[src/hw/rtl/i2cdw_pkg.sv]
// Shared types, constants and the symbol function of the display write master.
package i2cdw_pkg;

  // Bus symbol codes.
  typedef enum logic [1:0] {
    SYM_START = 2'd0,
    SYM_BIT   = 2'd1,
    SYM_ACK   = 2'd2,
    SYM_STOP  = 2'd3
  } symbol_t;

  // Register indexes.
  localparam logic REG_DEVICE_ADDRESS    = 1'b0;
  localparam logic REG_HALF_PERIOD_TICKS = 1'b1;

  localparam logic [7:0] CTRL_CMD  = 8'h00;
  localparam logic [7:0] CTRL_DATA = 8'h40;
  localparam logic [9:0] HP_RESET  = 10'd20;

  // Symbol position counter over the full transaction schedule.
  localparam int IDX_W = 5;
  localparam logic [IDX_W-1:0] K_START    = 5'd0;
  localparam logic [IDX_W-1:0] K_ADDR_ACK = 5'd9;
  localparam logic [IDX_W-1:0] K_CTRL_ACK = 5'd18;
  localparam logic [IDX_W-1:0] K_PAYLOAD  = 5'd19;
  localparam logic [IDX_W-1:0] K_PAY_ACK  = 5'd27;
  localparam logic [IDX_W-1:0] K_STOP     = 5'd28;

  typedef struct packed {
    logic       mode;
    logic [7:0] payload;
    logic       last;
  } item_t;

  typedef struct packed {
    symbol_t symbol;
    logic    sda_level;
    logic    run_end;
  } sym_t;

  // Symbol at position k of the schedule: start, address byte and ack,
  // control byte and ack, payload byte and ack, stop.
  function automatic sym_t sym_at(input logic [IDX_W-1:0] k, input logic [7:0] addr,
                                  input item_t item);
    sym_t             s;
    logic [IDX_W-1:0] bit_idx;
    logic [7:0]       ctrl;
    ctrl      = item.mode ? CTRL_DATA : CTRL_CMD;
    s.run_end = (k == K_STOP) || ((k == K_PAY_ACK) && !item.last);
    s.sda_level = 1'b1;
    bit_idx   = '0;
    if (k == K_START) begin
      s.symbol = SYM_START;
    end else if (k == K_STOP) begin
      s.symbol = SYM_STOP;
    end else if ((k == K_ADDR_ACK) || (k == K_CTRL_ACK) || (k == K_PAY_ACK)) begin
      s.symbol = SYM_ACK;
    end else begin
      s.symbol = SYM_BIT;
      if (k < K_ADDR_ACK) begin
        bit_idx     = K_ADDR_ACK - 5'd1 - k;
        s.sda_level = addr[bit_idx[2:0]];
      end else if (k < K_CTRL_ACK) begin
        bit_idx     = K_CTRL_ACK - 5'd1 - k;
        s.sda_level = ctrl[bit_idx[2:0]];
      end else begin
        bit_idx     = K_PAY_ACK - 5'd1 - k;
        s.sda_level = item.payload[bit_idx[2:0]];
      end
    end
    return s;
  endfunction

endpackage

[src/hw/rtl/i2cdw_cfg.sv]
// APB register file holding the device address and the half-period setting.
module i2cdw_cfg (
  input  logic        clk,
  input  logic        rst,
  input  logic        psel,
  input  logic        penable,
  input  logic        pwrite,
  input  logic [2:0]  paddr,
  input  logic [31:0] pwdata,
  output logic [31:0] prdata,
  output logic        pready,
  output logic [7:0]  device_address,
  output logic [9:0]  half_period_ticks
);

  logic wr_en;

  assign pready = 1'b1;
  assign wr_en  = psel && penable && pwrite && pready;

  always_ff @(posedge clk) begin
    if (rst) begin
      device_address    <= '0;
      half_period_ticks <= i2cdw_pkg::HP_RESET;
    end else if (wr_en) begin
      case (paddr[2])
        i2cdw_pkg::REG_DEVICE_ADDRESS:    device_address    <= pwdata[7:0];
        i2cdw_pkg::REG_HALF_PERIOD_TICKS: half_period_ticks <= pwdata[9:0];
        default: ;
      endcase
    end
  end

  always_comb begin
    case (paddr[2])
      i2cdw_pkg::REG_DEVICE_ADDRESS:    prdata = {24'd0, device_address};
      i2cdw_pkg::REG_HALF_PERIOD_TICKS: prdata = {22'd0, half_period_ticks};
      default:                          prdata = '0;
    endcase
  end

endmodule

[src/hw/rtl/i2cdw_seq.sv]
// Input register, symbol position counter and bus state of the write master.
module i2cdw_seq (
  input  logic             clk,
  input  logic             rst,
  input  logic             in_valid,
  output logic             in_ready,
  input  i2cdw_pkg::item_t in_item,
  input  logic [7:0]       device_address,
  output logic             sym_valid,
  input  logic             sym_ready,
  output i2cdw_pkg::sym_t  sym
);

  i2cdw_pkg::item_t                  item;
  logic                              item_valid;
  logic [i2cdw_pkg::IDX_W-1:0]       k;
  logic                              bus_busy;
  logic                              adv;
  logic                              accept;

  assign sym       = i2cdw_pkg::sym_at(k, device_address, item);
  assign sym_valid = item_valid;
  assign adv       = item_valid && sym_ready;
  // Take a new item while the final symbol of the current one moves on.
  assign in_ready  = !item_valid || (adv && sym.run_end);
  assign accept    = in_valid && in_ready;

  always_ff @(posedge clk) begin
    if (rst) begin
      item_valid <= 1'b0;
      bus_busy   <= 1'b0;
    end else if (accept) begin
      item_valid <= 1'b1;
      bus_busy   <= !in_item.last;
    end else if (adv && sym.run_end) begin
      item_valid <= 1'b0;
    end
  end

  always_ff @(posedge clk) begin
    if (accept) begin
      item <= in_item;
      k    <= bus_busy ? i2cdw_pkg::K_PAYLOAD : i2cdw_pkg::K_START;
    end else if (adv) begin
      k <= k + 5'd1;
    end
  end

endmodule

[src/hw/rtl/i2cdw_out_reg.sv]
// Output register that holds one symbol until the downstream side takes it.
module i2cdw_out_reg (
  input  logic            clk,
  input  logic            rst,
  input  logic            in_valid,
  output logic            in_ready,
  input  i2cdw_pkg::sym_t in_sym,
  output logic            out_valid,
  input  logic            out_ready,
  output i2cdw_pkg::sym_t out_sym
);

  assign in_ready = !out_valid || out_ready;

  always_ff @(posedge clk) begin
    if (rst) begin
      out_valid <= 1'b0;
    end else if (in_ready) begin
      out_valid <= in_valid;
    end
  end

  always_ff @(posedge clk) begin
    if (in_ready && in_valid) begin
      out_sym <= in_sym;
    end
  end

endmodule

[src/hw/rtl/i2c_display_write_master.sv]
// Top level: write-only I2C master that turns display bytes into bus symbols.
// An item is registered in the sequencer, its first symbol then in the output register.
// Throughput: one symbol per cycle while m_tready is high; an item yields 29 symbols
// if it opens and closes a transaction, 28 if it opens one, 9 for a middle byte, 10 for
// a closing one; the sequencer's symbol counter sets these. The next item is taken as
// its predecessor's final symbol enters the output register. Synchronous reset clears
// the bus state to idle, empties both registers and restores the configuration defaults.
module i2c_display_write_master (
  input  logic        clk,
  input  logic        rst,
  // Input item stream.
  input  logic        s_tvalid,
  output logic        s_tready,
  input  logic [7:0]  s_tdata,   // [7:0] payload
  input  logic        s_tuser,   // [0] mode (0 command, 1 display data)
  input  logic        s_tlast,   // last: close the transaction with a stop
  // Bus symbol stream.
  output logic        m_tvalid,
  input  logic        m_tready,
  output logic [7:0]  m_tdata,   // [1:0] symbol, [2] sda_level, [7:3] zero
  output logic        m_tlast,   // run_end: final symbol caused by an item
  // Configuration port.
  input  logic        psel,
  input  logic        penable,
  input  logic        pwrite,
  input  logic [2:0]  paddr,
  input  logic [31:0] pwdata,
  output logic [31:0] prdata,
  output logic        pready
);

  i2cdw_pkg::item_t in_item;
  i2cdw_pkg::sym_t  seq_sym;
  i2cdw_pkg::sym_t  out_sym;
  logic             seq_valid;
  logic             seq_ready;
  logic [7:0]       device_address;
  logic [9:0]       half_period_ticks;

  // The half-period setting is only held here; the symbol path does not use it,
  // but it is visible through the register read path.
  i2cdw_cfg u_cfg (
    .clk               (clk),
    .rst               (rst),
    .psel              (psel),
    .penable           (penable),
    .pwrite            (pwrite),
    .paddr             (paddr),
    .pwdata            (pwdata),
    .prdata            (prdata),
    .pready            (pready),
    .device_address    (device_address),
    .half_period_ticks (half_period_ticks)
  );

  assign in_item.mode    = s_tuser;
  assign in_item.payload = s_tdata;
  assign in_item.last    = s_tlast;

  // The sequencer walks the transaction schedule one symbol per cycle while the output
  // register can take one. Items arriving while a transaction is open skip the start,
  // address and control byte and begin at the payload.
  i2cdw_seq u_seq (
    .clk            (clk),
    .rst            (rst),
    .in_valid       (s_tvalid),
    .in_ready       (s_tready),
    .in_item        (in_item),
    .device_address (device_address),
    .sym_valid      (seq_valid),
    .sym_ready      (seq_ready),
    .sym            (seq_sym)
  );

  // The output register decouples a stalled consumer from the sequencer.
  i2cdw_out_reg u_out (
    .clk       (clk),
    .rst       (rst),
    .in_valid  (seq_valid),
    .in_ready  (seq_ready),
    .in_sym    (seq_sym),
    .out_valid (m_tvalid),
    .out_ready (m_tready),
    .out_sym   (out_sym)
  );

  assign m_tdata = {5'd0, out_sym.sda_level, out_sym.symbol};
  assign m_tlast = out_sym.run_end;

endmodule

[config.mk]
export PLATFORM = sky130hd
export DESIGN_NAME = i2c_display_write_master
export DESIGN_NICKNAME = d
export VERILOG_FILES = /design/src/hw/rtl/i2cdw_pkg.sv /design/src/hw/rtl/i2cdw_cfg.sv /design/src/hw/rtl/i2cdw_seq.sv /design/src/hw/rtl/i2cdw_out_reg.sv /design/src/hw/rtl/i2c_display_write_master.sv
export SDC_FILE = /design/constraint.sdc
export NUM_CORES = 1
export LEC_CHECK = 0
export BUFFER_PORTS_ARGS = -buffer_cell sky130_fd_sc_hd__clkbuf_2
export CAP_MARGIN = 20
export CORE_MARGIN = 2
export CORE_UTILIZATION = 47
export CTS_CLUSTER_DIAMETER = 120
export CTS_CLUSTER_SIZE = 12
export DETAILED_ROUTE_END_ITERATION = 16
export GPL_ROUTABILITY_DRIVEN = 0
export PLACE_DENSITY = 0.81
export SYNTH_ARGS = -nofsm -noshare
export SYNTH_HDL_FRONTEND = slang
export SYNTH_SLANG_ARGS = --single-unit
[constraint.sdc]
create_clock -name clk -period 2.98 [get_ports clk]
set_input_delay 0.447 -clock clk [delete_from_list [all_inputs] [get_ports clk]]
set_output_delay 0.447 -clock clk [all_outputs]
set_load 0.01 [all_outputs]
==> flow_metrics.py, run 1 <==
metrics = {
    "synth": {
        "syn_inst": 213,
        "synth-seq-area-share_pct": 45.6,
        "synth_area_leaders": "edfxtp_1, dfxtp_1, buf_4",
        "synth.top_cell.area_share_pct": 26.2,
        "yosys_most_used_dff": "dfxtp_1",
        "synth-async-reset-ratio_pct": 0,
        "netlist_area_mm2": 0.00217,
        "yosys_warnings": 0,
        "yosys.cell_count.top_type": "nand2_1",
        "yosysUniqueCellTypes": 36,
        "synth_edf_count": 19,
        "yosysTopAreaCell": "edfxtp_1",
        "syn_area_per_cell_um2": 10.2,
        "synth_seq_cells": 40,
        "synth_common_cells": "nand2_1, buf_4, dfxtp_1, a21oi_1, edfxtp_1",
    },
    "min_path": {
        "hold-path-endpoint": "u_seq.item[7]",
        "hp-start": "s_tdata[6]",
        "min_delay_path_depth": 1,
        "hp-class": "input port to flop",
    },
    "critical_path": {
        "startpoint_type": "flop",
        "cp.arrival_ns": 2.04,
        "critPathMaxFanout": 13,
        "slowest_delay_ns": 0.66,
        "path_cells": "inv_1 > ha_1 > and2_1 > o2111ai_1 > nand2_1 > clkbuf_2",
        "r2r_end": "u_out.out_sym[1]",
        "critPathKind": "flop to output port",
        "r2r_slack_ns": 0.54,
        "r2r-start": "u_seq.k[0]",
        "crit_slowest_cell": "edfxtp_1",
        "crit_required_ns": 2.53,
        "ff2ff_path_depth": 6,
        "crit_path_end_kind": "output port",
    },
    "placed_design": {
        "hpwl_um": 2820,
        "port_buffers": 43,
        "place_ws_ns": 0.541,
        "dpl_cell_area_mm2": 0.00231,
    },
    "clocking": {
        "cts_tree": "yes",
        "post-cts-setup-buffers": 0,
        "clk_pin_slew_ns": 0.08,
        "clock-root-buffer": "clkbuf_8",
        "ctsHoldBuffers": 0,
        "ctsResizeCount": 0,
        "cts_made_buffers": 5,
        "clock_latency_ns": 0.29,
        "cts.sinks": 40,
        "htree_levels": 2,
        "clk_path_buf_depth": 2,
    },
    "grt": {
        "grt_start_max_net_pins": 23,
        "grt_pass1_wl_um": 6290,
        "grt_pass1_vias": 1384,
        "antenna_found_initial": 0,
        "grt-ovfl-total": 0,
        "grt_use_total_pct": 15.4,
    },
    "detailed_routing": {
        "drt_pass1_iterations": 4,
        "post-route-drc-count": 0,
        "drt_iter0_markers": 70,
        "wl_per_cell_um": 12.4,
        "vias": 1508,
        "ant_nets": 0,
        "vias_per_cell": 4.91,
        "routed_wl_um": 3800,
    },
    "sta": {
        "fin_skew_ns": 0.00891,
        "tightestPinTransition_ns": 0.700,
        "finalHoldViolCount": 0,
        "finalSetupViolCount": 0,
        "min_period_over_period_pct": 83.5,
        "setup_slack_ns": 0.491,
        "setup_tns_ns": 0,
        "fin_crit_ns": 2.49,
        "relSlewSlack_pct": 53.2,
        "drv_slew": 0,
        "timing.fmax_mhz": 402,
        "grt_setup_unrepaired": "false",
    },
    "floorplanning": {
        "die_x_um": 72.0,
        "core_mm2": 0.00441,
        "num_io_pins": 96,
        "rows": 24,
        "start_util_pct": 49.3,
        "dieArea_mm2": 0.00519,
        "fp.dieH_um": 72.0,
    },
    "final_layout": {
        "diodes": 0,
        "area_growth_pct": 10.9,
        "multi_input_area_mm2": 0.00100,
        "fin_area_mm2": 0.00241,
        "drive_gt1_share_pct": 22.0,
        "ff_latch_area_um2": 991,
        "fin_nets": 314,
        "nFillCells": 397,
    },
    "run": {
        "max_cap_viol_count": 0,
    },
    "pwr": {
        "ir_worst_vdd_v": 0.000433,
        "power.leakage_nw": 1.07,
        "power.density_mw_per_mm2": 546,
    },
    "run_status": {
        "status": "finished, final reports clean",
    },
}
critical path: cells and delay by family, from the launching register on:
kind | cells | cell delay, ns
AO/OA/AOI/OAI | 1 | 0.32
buffers and inverters | 2 | 0.22
AND/OR/NAND/NOR | 2 | 0.29
flip-flops | 1 | 0.66
adder cells (fa/ha/maj) | 1 | 0.26
cell families after synthesis:
group	share of synthesized area [%]
multiplexers	12.3
AO/OA/AOI/OAI	8.34
flip-flops	45.6
AND/OR/NAND/NOR	14.0
XOR/XNOR	2.01
adder cells (fa/ha/maj)	4.60
other	0.345
buffers and inverters	12.8
cells in the final DEF, fill, tap and decap left out, types with 3 or more instances in the layout:
cell type | synthesis | final
and2_1 | 4 | 4
edfxtp_1 | 19 | 19
mux2_1 | 10 | 10
nand2_1 | 39 | 39
a21oi_1 | 19 | 19
mux4_1 | 4 | 4
ha_1 | 8 | 8
inv_1 | 6 | 6
mux2i_1 | 5 | 5
nor2_1 | 11 | 11
dfxtp_1 | 21 | 21
conb_1 | 2 | 28
xor2_1 | 3 | 3
clkbuf_8 | 0 | 5
clkbuf_2 | 0 | 43
stage by stage:
| stage | utilization, % | cells | total power [W] | hold WS (ns) |
|---|---|---|---|---|
| 2_1_floorplan | - | 239 | 0.000885 | 0.432 |
| 3_3_place_gp | 52.3 | 299 | 0.000916 | 0.439 |
| 3_5_place_dp | 52.3 | 299 | 0.000927 | 0.447 |
| 4_1_cts | 54.6 | 307 | 0.00133 | 0.314 |
| 5_1_grt | 54.6 | 307 | 0.00139 | 0.302 |
| 6_report | 54.6 | 307 | 0.00132 | 0.324 |
where the power goes:
part	internal [W]	total, W	switching [W]
Sequential	0.000623	0.000669	0.0000466
Clock	0.000215	0.000402	0.000188
Combinational	0.000114	0.000246	0.000132
Total	0.000952	0.00132	0.000366
how the worst max path moves through the flow:
stage          slack, ns          endpoint  depth (start not counted)  startpoint
3_5_place_dp        0.54  u_out.out_sym[1]                          6  u_seq.k[0]
6_report            0.49          s_tready                          6  u_seq.k[0]
3_3_place_gp        0.60  u_out.out_sym[1]                          6  u_seq.k[0]
4_1_cts             0.47          s_tready                          6  u_seq.k[0]
5_1_grt             0.36          s_tready                          6  u_seq.k[0]
2_1_floorplan       0.62        u_seq.k[1]                          7  u_seq.k[0]
layout make-up:
cell class / count / share of cell area, %
timing repair buffer: 44 / 9.23
tap: 52 / 2.70
sequential: 40 / 41.1
multi-input combinational: 156 / 41.5
inverter: 7 / 1.09
clock buffer: 6 / 3.89
clock inverter: 2 / 0.467
registers in the layout, indices dropped and copies added (netlist names):
name / cells
u_cfg.device_address: 8
u_out.out_sym: 4
u_seq.sym_valid: 1
u_out.out_valid: 1
u_cfg.half_period_ticks: 10
u_seq.item: 10
u_seq.bus_busy: 1
u_seq.k: 5
layer usage:
| layer | GRT usage [%] | share of wire, % | up-vias |
|---|---|---|---|
| met4 | 3.77 | 1.0 | 0 |
| met3 | 4.58 | 5.4 | 4 |
| met5 | 0 | 0 | - |
| met2 | 26.9 | 51 | 50 |
| li1 | - | - | 754 |
| met1 | 18.9 | 42 | 700 |
Note: power is estimated with default switching activity, not from simulation.
==> inputs of run 2 (changes only) <==
- ABC_AREA: unset -> 1
- CORE_UTILIZATION: 47 -> 48
- PLACE_DENSITY: 0.81 -> 0.82
- clock period: 2.98 -> 2.5 ns (I/O delays scaled with it)
==> flow_metrics.py, run 2 <==
metrics = {
    "sta": {
        "tightestPinTransition_ns": 0.727,
        "fin_skew_ns": 0.00793,
        "whs_ns": 0.258,
        "drv_slew": 0,
        "finalHoldViolCount": 0,
        "grt_setup_unrepaired": "false",
        "setup_tns_ns": 0,
        "finalSetupViolCount": 0,
        "min_period_over_period_pct": 83.7,
        "timing.fmax_mhz": 478,
        "fin_crit_ns": 2.09,
        "relSlewSlack_pct": 51.0,
    },
    "floorplanning": {
        "dieArea_mm2": 0.00518,
        "start_util_pct": 50.3,
        "fp.dieH_um": 72.0,
        "die_x_um": 72.0,
        "num_io_pins": 96,
        "core_mm2": 0.00441,
        "rows": 24,
    },
    "grt": {
        "busiest_layer": "met2",
        "grt_start_max_net_pins": 20,
        "grt_pass1_wl_um": 6120,
        "grt-ovfl-total": 0,
        "grt_use_total_pct": 15.1,
        "grt.met3_usage_pct": 3.75,
        "grt_pass1_vias": 1469,
        "use_met1_pct": 18.2,
        "antenna_found_initial": 0,
        "use_met2_pct": 24.9,
    },
    "critical_path": {
        "crit_slowest_cell": "edfxtp_1",
        "r2r_end": "u_out.out_sym[1]",
        "startpoint_type": "flop",
        "critPathKind": "flop to output port",
        "crit_path_end_kind": "output port",
        "ff2ff_path_depth": 10,
        "path_cells": "inv_1 > ha_1 > nand3_2 > nand2_2 > nand2_2 > nand2_4 > clkbuf_2",
        "crit_required_ns": 2.12,
        "critPathMaxFanout": 5,
        "cp.arrival_ns": 1.72,
        "crit_end": "s_tready",
        "path_buf_inv": 2,
        "path_common_cell": "nand2_2",
        "cp.depth": 7,
        "critPathTopFamily": "flip-flops",
        "cp-startpoint": "u_seq.k[1]",
        "r2r-start": "u_seq.k[1]",
        "slowest_delay_ns": 0.47,
        "r2r_slack_ns": 0.68,
    },
    "final_layout": {
        "final_common_cell": "nand2_1",
        "area_growth_pct": 10.4,
        "diodes": 0,
        "final_cell_mix": "nand2_1, clkbuf_2, nor2_1",
        "drive_gt1_share_pct": 20.2,
        "fin_nets": 376,
        "top_regs": "u_cfg.half_period_ticks (10), u_seq.item (10), u_cfg.device_address (8)",
    },
    "synth": {
        "yosysUniqueCellTypes": 28,
        "synth_area_leaders": "edfxtp_1, dfxtp_1, buf_4",
        "synth_edf_count": 19,
        "yosys.cell_count.top_type": "nand2_1",
        "yosys_most_used_dff": "dfxtp_1",
        "yosysTopAreaCell": "edfxtp_1",
        "syn_area_per_cell_um2": 8.13,
        "syn_inst": 273,
        "synth_seq_cells": 40,
        "synth_common_cells": "nand2_1, nor2_1, buf_4, inv_1, o21ai_0",
        "synth-seq-area-share_pct": 44.7,
        "yosys_warnings": 0,
        "synth.top_cell.area_share_pct": 25.7,
        "netlist_area_mm2": 0.00222,
        "synth-async-reset-ratio_pct": 0,
    },
    "pwr": {
        "p_seq_share_pct": 50.3,
        "power.leakage_nw": 1.24,
        "p_comb_share_pct": 22.4,
        "intPower_w": 0.00110,
        "p_sw_w": 0.000461,
        "ir_worst_vdd_v": 0.000382,
        "clockPowerShare_pct": 27.3,
        "netSwitchingFraction_pct": 29.5,
        "power.density_mw_per_mm2": 638,
    },
    "min_path": {
        "min_delay_path_depth": 1,
        "hp-start": "s_tdata[4]",
        "hp-class": "input port to flop",
    },
    "clocking": {
        "ctsResizeCount": 0,
        "cts_tree": "yes",
        "cts.sinks": 40,
        "clk_path_buf_depth": 2,
        "ctsHoldBuffers": 0,
        "clk_pin_slew_ns": 0.07,
        "htree_levels": 2,
        "clock_latency_ns": 0.29,
        "post-cts-setup-buffers": 0,
        "cts_made_buffers": 5,
        "clock-root-buffer": "clkbuf_8",
    },
    "placed_design": {
        "hpwl_um": 2850,
        "port_buffers": 43,
    },
    "detailed_routing": {
        "routed_wl_um": 3730,
        "ant_nets": 0,
        "wl_per_cell_um": 10.1,
        "drt_pass1_iterations": 4,
        "post-route-drc-count": 0,
        "drt_iter0_markers": 68,
        "vias_per_cell": 4.76,
        "vias": 1757,
    },
    "run_status": {
        "status": "finished, final reports clean",
    },
    "run": {
        "max_cap_viol_count": 0,
    },
}
-- run 2: cell count changes after synthesis, sizes merged, moves of 5 or more --
cell | before | now
inv | 7 | 29
nand3 | 2 | 19
a21oi | 19 | 11
nor2 | 11 | 32
o21ai | 2 | 25
mux2i | 5 | 0
mux2 | 10 | 0
nand2 | 39 | 60
-- run 2: cells by family after synthesis --
group / count (synthesis) / share of synthesized area [%]
xor gates and xnor gates: 4 / 1.58
and+or+nand+nor: 115 / 23.1
DFF: 40 / 44.7
adders and majority gates: 8 / 4.51
AOI/OAI and AO/OA: 37 / 8.46
other: 2 / 0.339
buffers and inverters: 67 / 17.3
-- run 2: cell type report --
cell class | count | area [um^2]
clock buffers | 8 | 90.1
repair buffers | 46 | 238
multi-input cells | 192 | 941
inverters | 31 | 124
well taps | 52 | 65.1
flip-flops and latches | 40 | 991
fillers | 429 | 1970
-- run 2: layer usage --
layer | share of wire (%) | routed length [um]
met1 | 41 | 1540
met5 | 0 | 0
met4 | 2.1 | 78
met3 | 5.5 | 206
met2 | 51 | 1900
-- run 2: metrics by stage --
step	instance area (um^2)	instances	util (%)	power, W	setup WS, ns
final	2450	369	55.5	0.00156	0.408
after global routing	2450	369	55.5	0.00167	0.267
after CTS	2450	369	55.5	0.00158	0.399
after detailed placement	2360	361	53.4	0.00115	0.689
after global placement	2360	361	53.4	0.00114	0.725
after floorplan	2320	299	-	0.00109	0.867
-- run 2: how the worst min path moves through the flow --
stage	end
after floorplan	u_cfg.half_period_ticks[2]
after global placement	u_cfg.half_period_ticks[2]
after detailed placement	u_cfg.half_period_ticks[2]
after CTS	u_seq.item[5]
after global routing	u_seq.item[2]
final	u_seq.item[5]
-- run 2: power groups by stage --
stage | Clock [W] | Combinational (W) | Sequential [W]
2_1_floorplan | 0 | 0.000305 | 0.000789
3_5_place_dp | 0 | 0.000349 | 0.000801
6_report | 0.000427 | 0.000350 | 0.000787
3_3_place_gp | 0 | 0.000340 | 0.000799
5_1_grt | 0.000474 | 0.000406 | 0.000792
4_1_cts | 0.000445 | 0.000352 | 0.000786
==> inputs of run 3 (changes only) <==
- CORE_UTILIZATION: 48 -> 43
- PLACE_DENSITY: 0.82 -> 0.77
- clock period: 2.5 -> 1.9 ns (I/O delays scaled with it)
==> flow_metrics.py, run 3 (synthesis gave the netlist of run 2 again) <==
metrics = {
    "run_status": {
        "status": "finished, final reports clean",
    },
    "pwr": {
        "intPower_w": 0.00153,
        "power.total_w": 0.00219,
        "ir_worst_vdd_v": 0.000577,
        "netSwitchingFraction_pct": 30.1,
        "p_comb_share_pct": 24.2,
        "p_seq_share_pct": 46.8,
        "power.density_mw_per_mm2": 856,
        "clockPowerShare_pct": 29.0,
        "power.leakage_nw": 1.27,
        "p_sw_w": 0.000658,
    },
    "floorplanning": {
        "die_x_um": 75.8,
        "fp.dieH_um": 75.8,
        "num_io_pins": 96,
        "dieArea_mm2": 0.00575,
        "rows": 26,
        "start_util_pct": 44.0,
        "core_mm2": 0.00504,
    },
    "sta": {
        "whs_ns": 0.164,
        "timing.fmax_mhz": 559,
        "fin_crit_ns": 1.79,
        "drv_slew": 0,
        "finalHoldViolCount": 0,
        "tightestPinTransition_ns": 0.500,
        "min_period_over_period_pct": 94.1,
        "finalSetupViolCount": 0,
        "fin_skew_ns": 0.0135,
        "relSlewSlack_pct": 66.7,
    },
    "detailed_routing": {
        "vias_per_cell": 4.50,
        "ant_nets": 0,
        "drt_pass1_iterations": 4,
        "wl_per_cell_um": 10.2,
        "vias": 1767,
        "post-route-drc-count": 0,
        "routed_wl_um": 4000,
        "drt_iter0_markers": 58,
    },
    "grt": {
        "grt_pass1_wl_um": 6590,
        "grt-ovfl-total": 0,
        "grt_pass1_vias": 1523,
        "grt_start_max_net_pins": 20,
        "grt_use_total_pct": 15.3,
        "antenna_found_initial": 0,
    },
    "final_layout": {
        "final_cell_mix": "nand2_1, clkbuf_2, nor2_1",
        "drive_gt1_share_pct": 22.6,
        "top_regs": "u_cfg.half_period_ticks (10), u_seq.item (10), u_cfg.device_address (8)",
        "final_cells": 393,
        "final_common_cell": "nand2_1",
        "fin_nets": 382,
        "diodes": 0,
        "area_growth_pct": 15.3,
    },
    "critical_path": {
        "crit_required_ns": 1.62,
        "path_cells": "inv_1 > ha_4 > nand3_2 > nand2_2 > nand2_2 > nand2_4 > buf_6",
        "critPathMaxFanout": 5,
        "critPathKind": "flop to output port",
        "r2r_slack_ns": 0.20,
        "path_common_cell": "nand2_2",
        "cp.arrival_ns": 1.50,
        "crit_slowest_cell": "edfxtp_1",
        "slowest_delay_ns": 0.45,
        "startpoint_type": "flop",
        "crit_path_end_kind": "output port",
    },
    "placed_design": {
        "dpl.cell_count": 382,
        "hpwl_um": 2910,
        "port_buffers": 43,
    },
    "clocking": {
        "clk_path_buf_depth": 2,
        "htree_levels": 2,
        "cts_tree": "yes",
        "cts.sinks": 40,
        "ctsHoldBuffers": 0,
        "clock-root-buffer": "clkbuf_8",
        "clock_latency_ns": 0.29,
        "clk_pin_slew_ns": 0.08,
        "cts_made_buffers": 5,
    },
    "run": {
        "max_cap_viol_count": 0,
    },
    "min_path": {
        "hp-class": "input port to flop",
    },
}
-- run 3: worst max-delay path: cells and delay by family (launching register included) --
family                   cells  cell delay, ns
flip-flops                   1            0.45
buffers and inverters        2            0.25
AND/OR/NAND/NOR              4            0.35
adder cells (fa/ha/maj)      1            0.17
-- run 3: stage by stage --
step | util (%) | setup WS (ns) | TNS (ns) | cell area [um^2]
6_report | 50.7 | 0.113 | 0 | 2560
5_1_grt | 50.7 | -0.00231 | -0.00231 | 2560
4_1_cts | 49.8 | 0.00264 | 0 | 2510
3_5_place_dp | 47.7 | 0.204 | 0 | 2400
3_3_place_gp | 47.7 | 0.224 | 0 | 2400
2_1_floorplan | - | 0.267 | 0 | 2320
-- run 3: worst paths after layout --
path | startpoint | depth (start not counted) | end
hold reg to reg | u_cfg.half_period_ticks[4] | 2 | u_cfg.half_period_ticks[4]
setup reg to reg | u_seq.k[1] | 9 | u_out.out_sym[1]
setup / recovery | u_seq.k[1] | 7 | s_tready
hold / removal | s_tdata[5] | 1 | u_seq.item[6]
-- run 3: final cells by class --
type | count | area [um^2]
fillers | 473 | 2480
flip-flops and latches | 40 | 991
multi-input cells | 192 | 961
repair buffers | 52 | 289
inverters | 31 | 124
clock buffers | 6 | 93.8
well taps | 70 | 87.6
clock inverters | 2 | 12.5
-- run 3: layer usage --
layer,up-vias,part of all wire (%),global-route usage (%)
met2,91,48,23.8
met4,0,3.9,11.5
li1,912,-,-
met3,11,8.8,3.70
met1,753,40,18.2
met5,-,0,0
-- run 3: timing repair --
action | 4_1_cts | 5_1_grt
setup endpoints to repair | 0 | 1
buffers inserted | 0 | 3
resized for setup | 0 | 6
-- run 3: power by group through the flow --
stage,Sequential (W),Combinational (W),Clock [W]
6_report,0.00102,0.000530,0.000635
5_1_grt,0.00103,0.000612,0.000694
4_1_cts,0.00102,0.000490,0.000653
3_5_place_dp,0.00104,0.000487,0
3_3_place_gp,0.00104,0.000473,0
2_1_floorplan,0.00104,0.000401,0
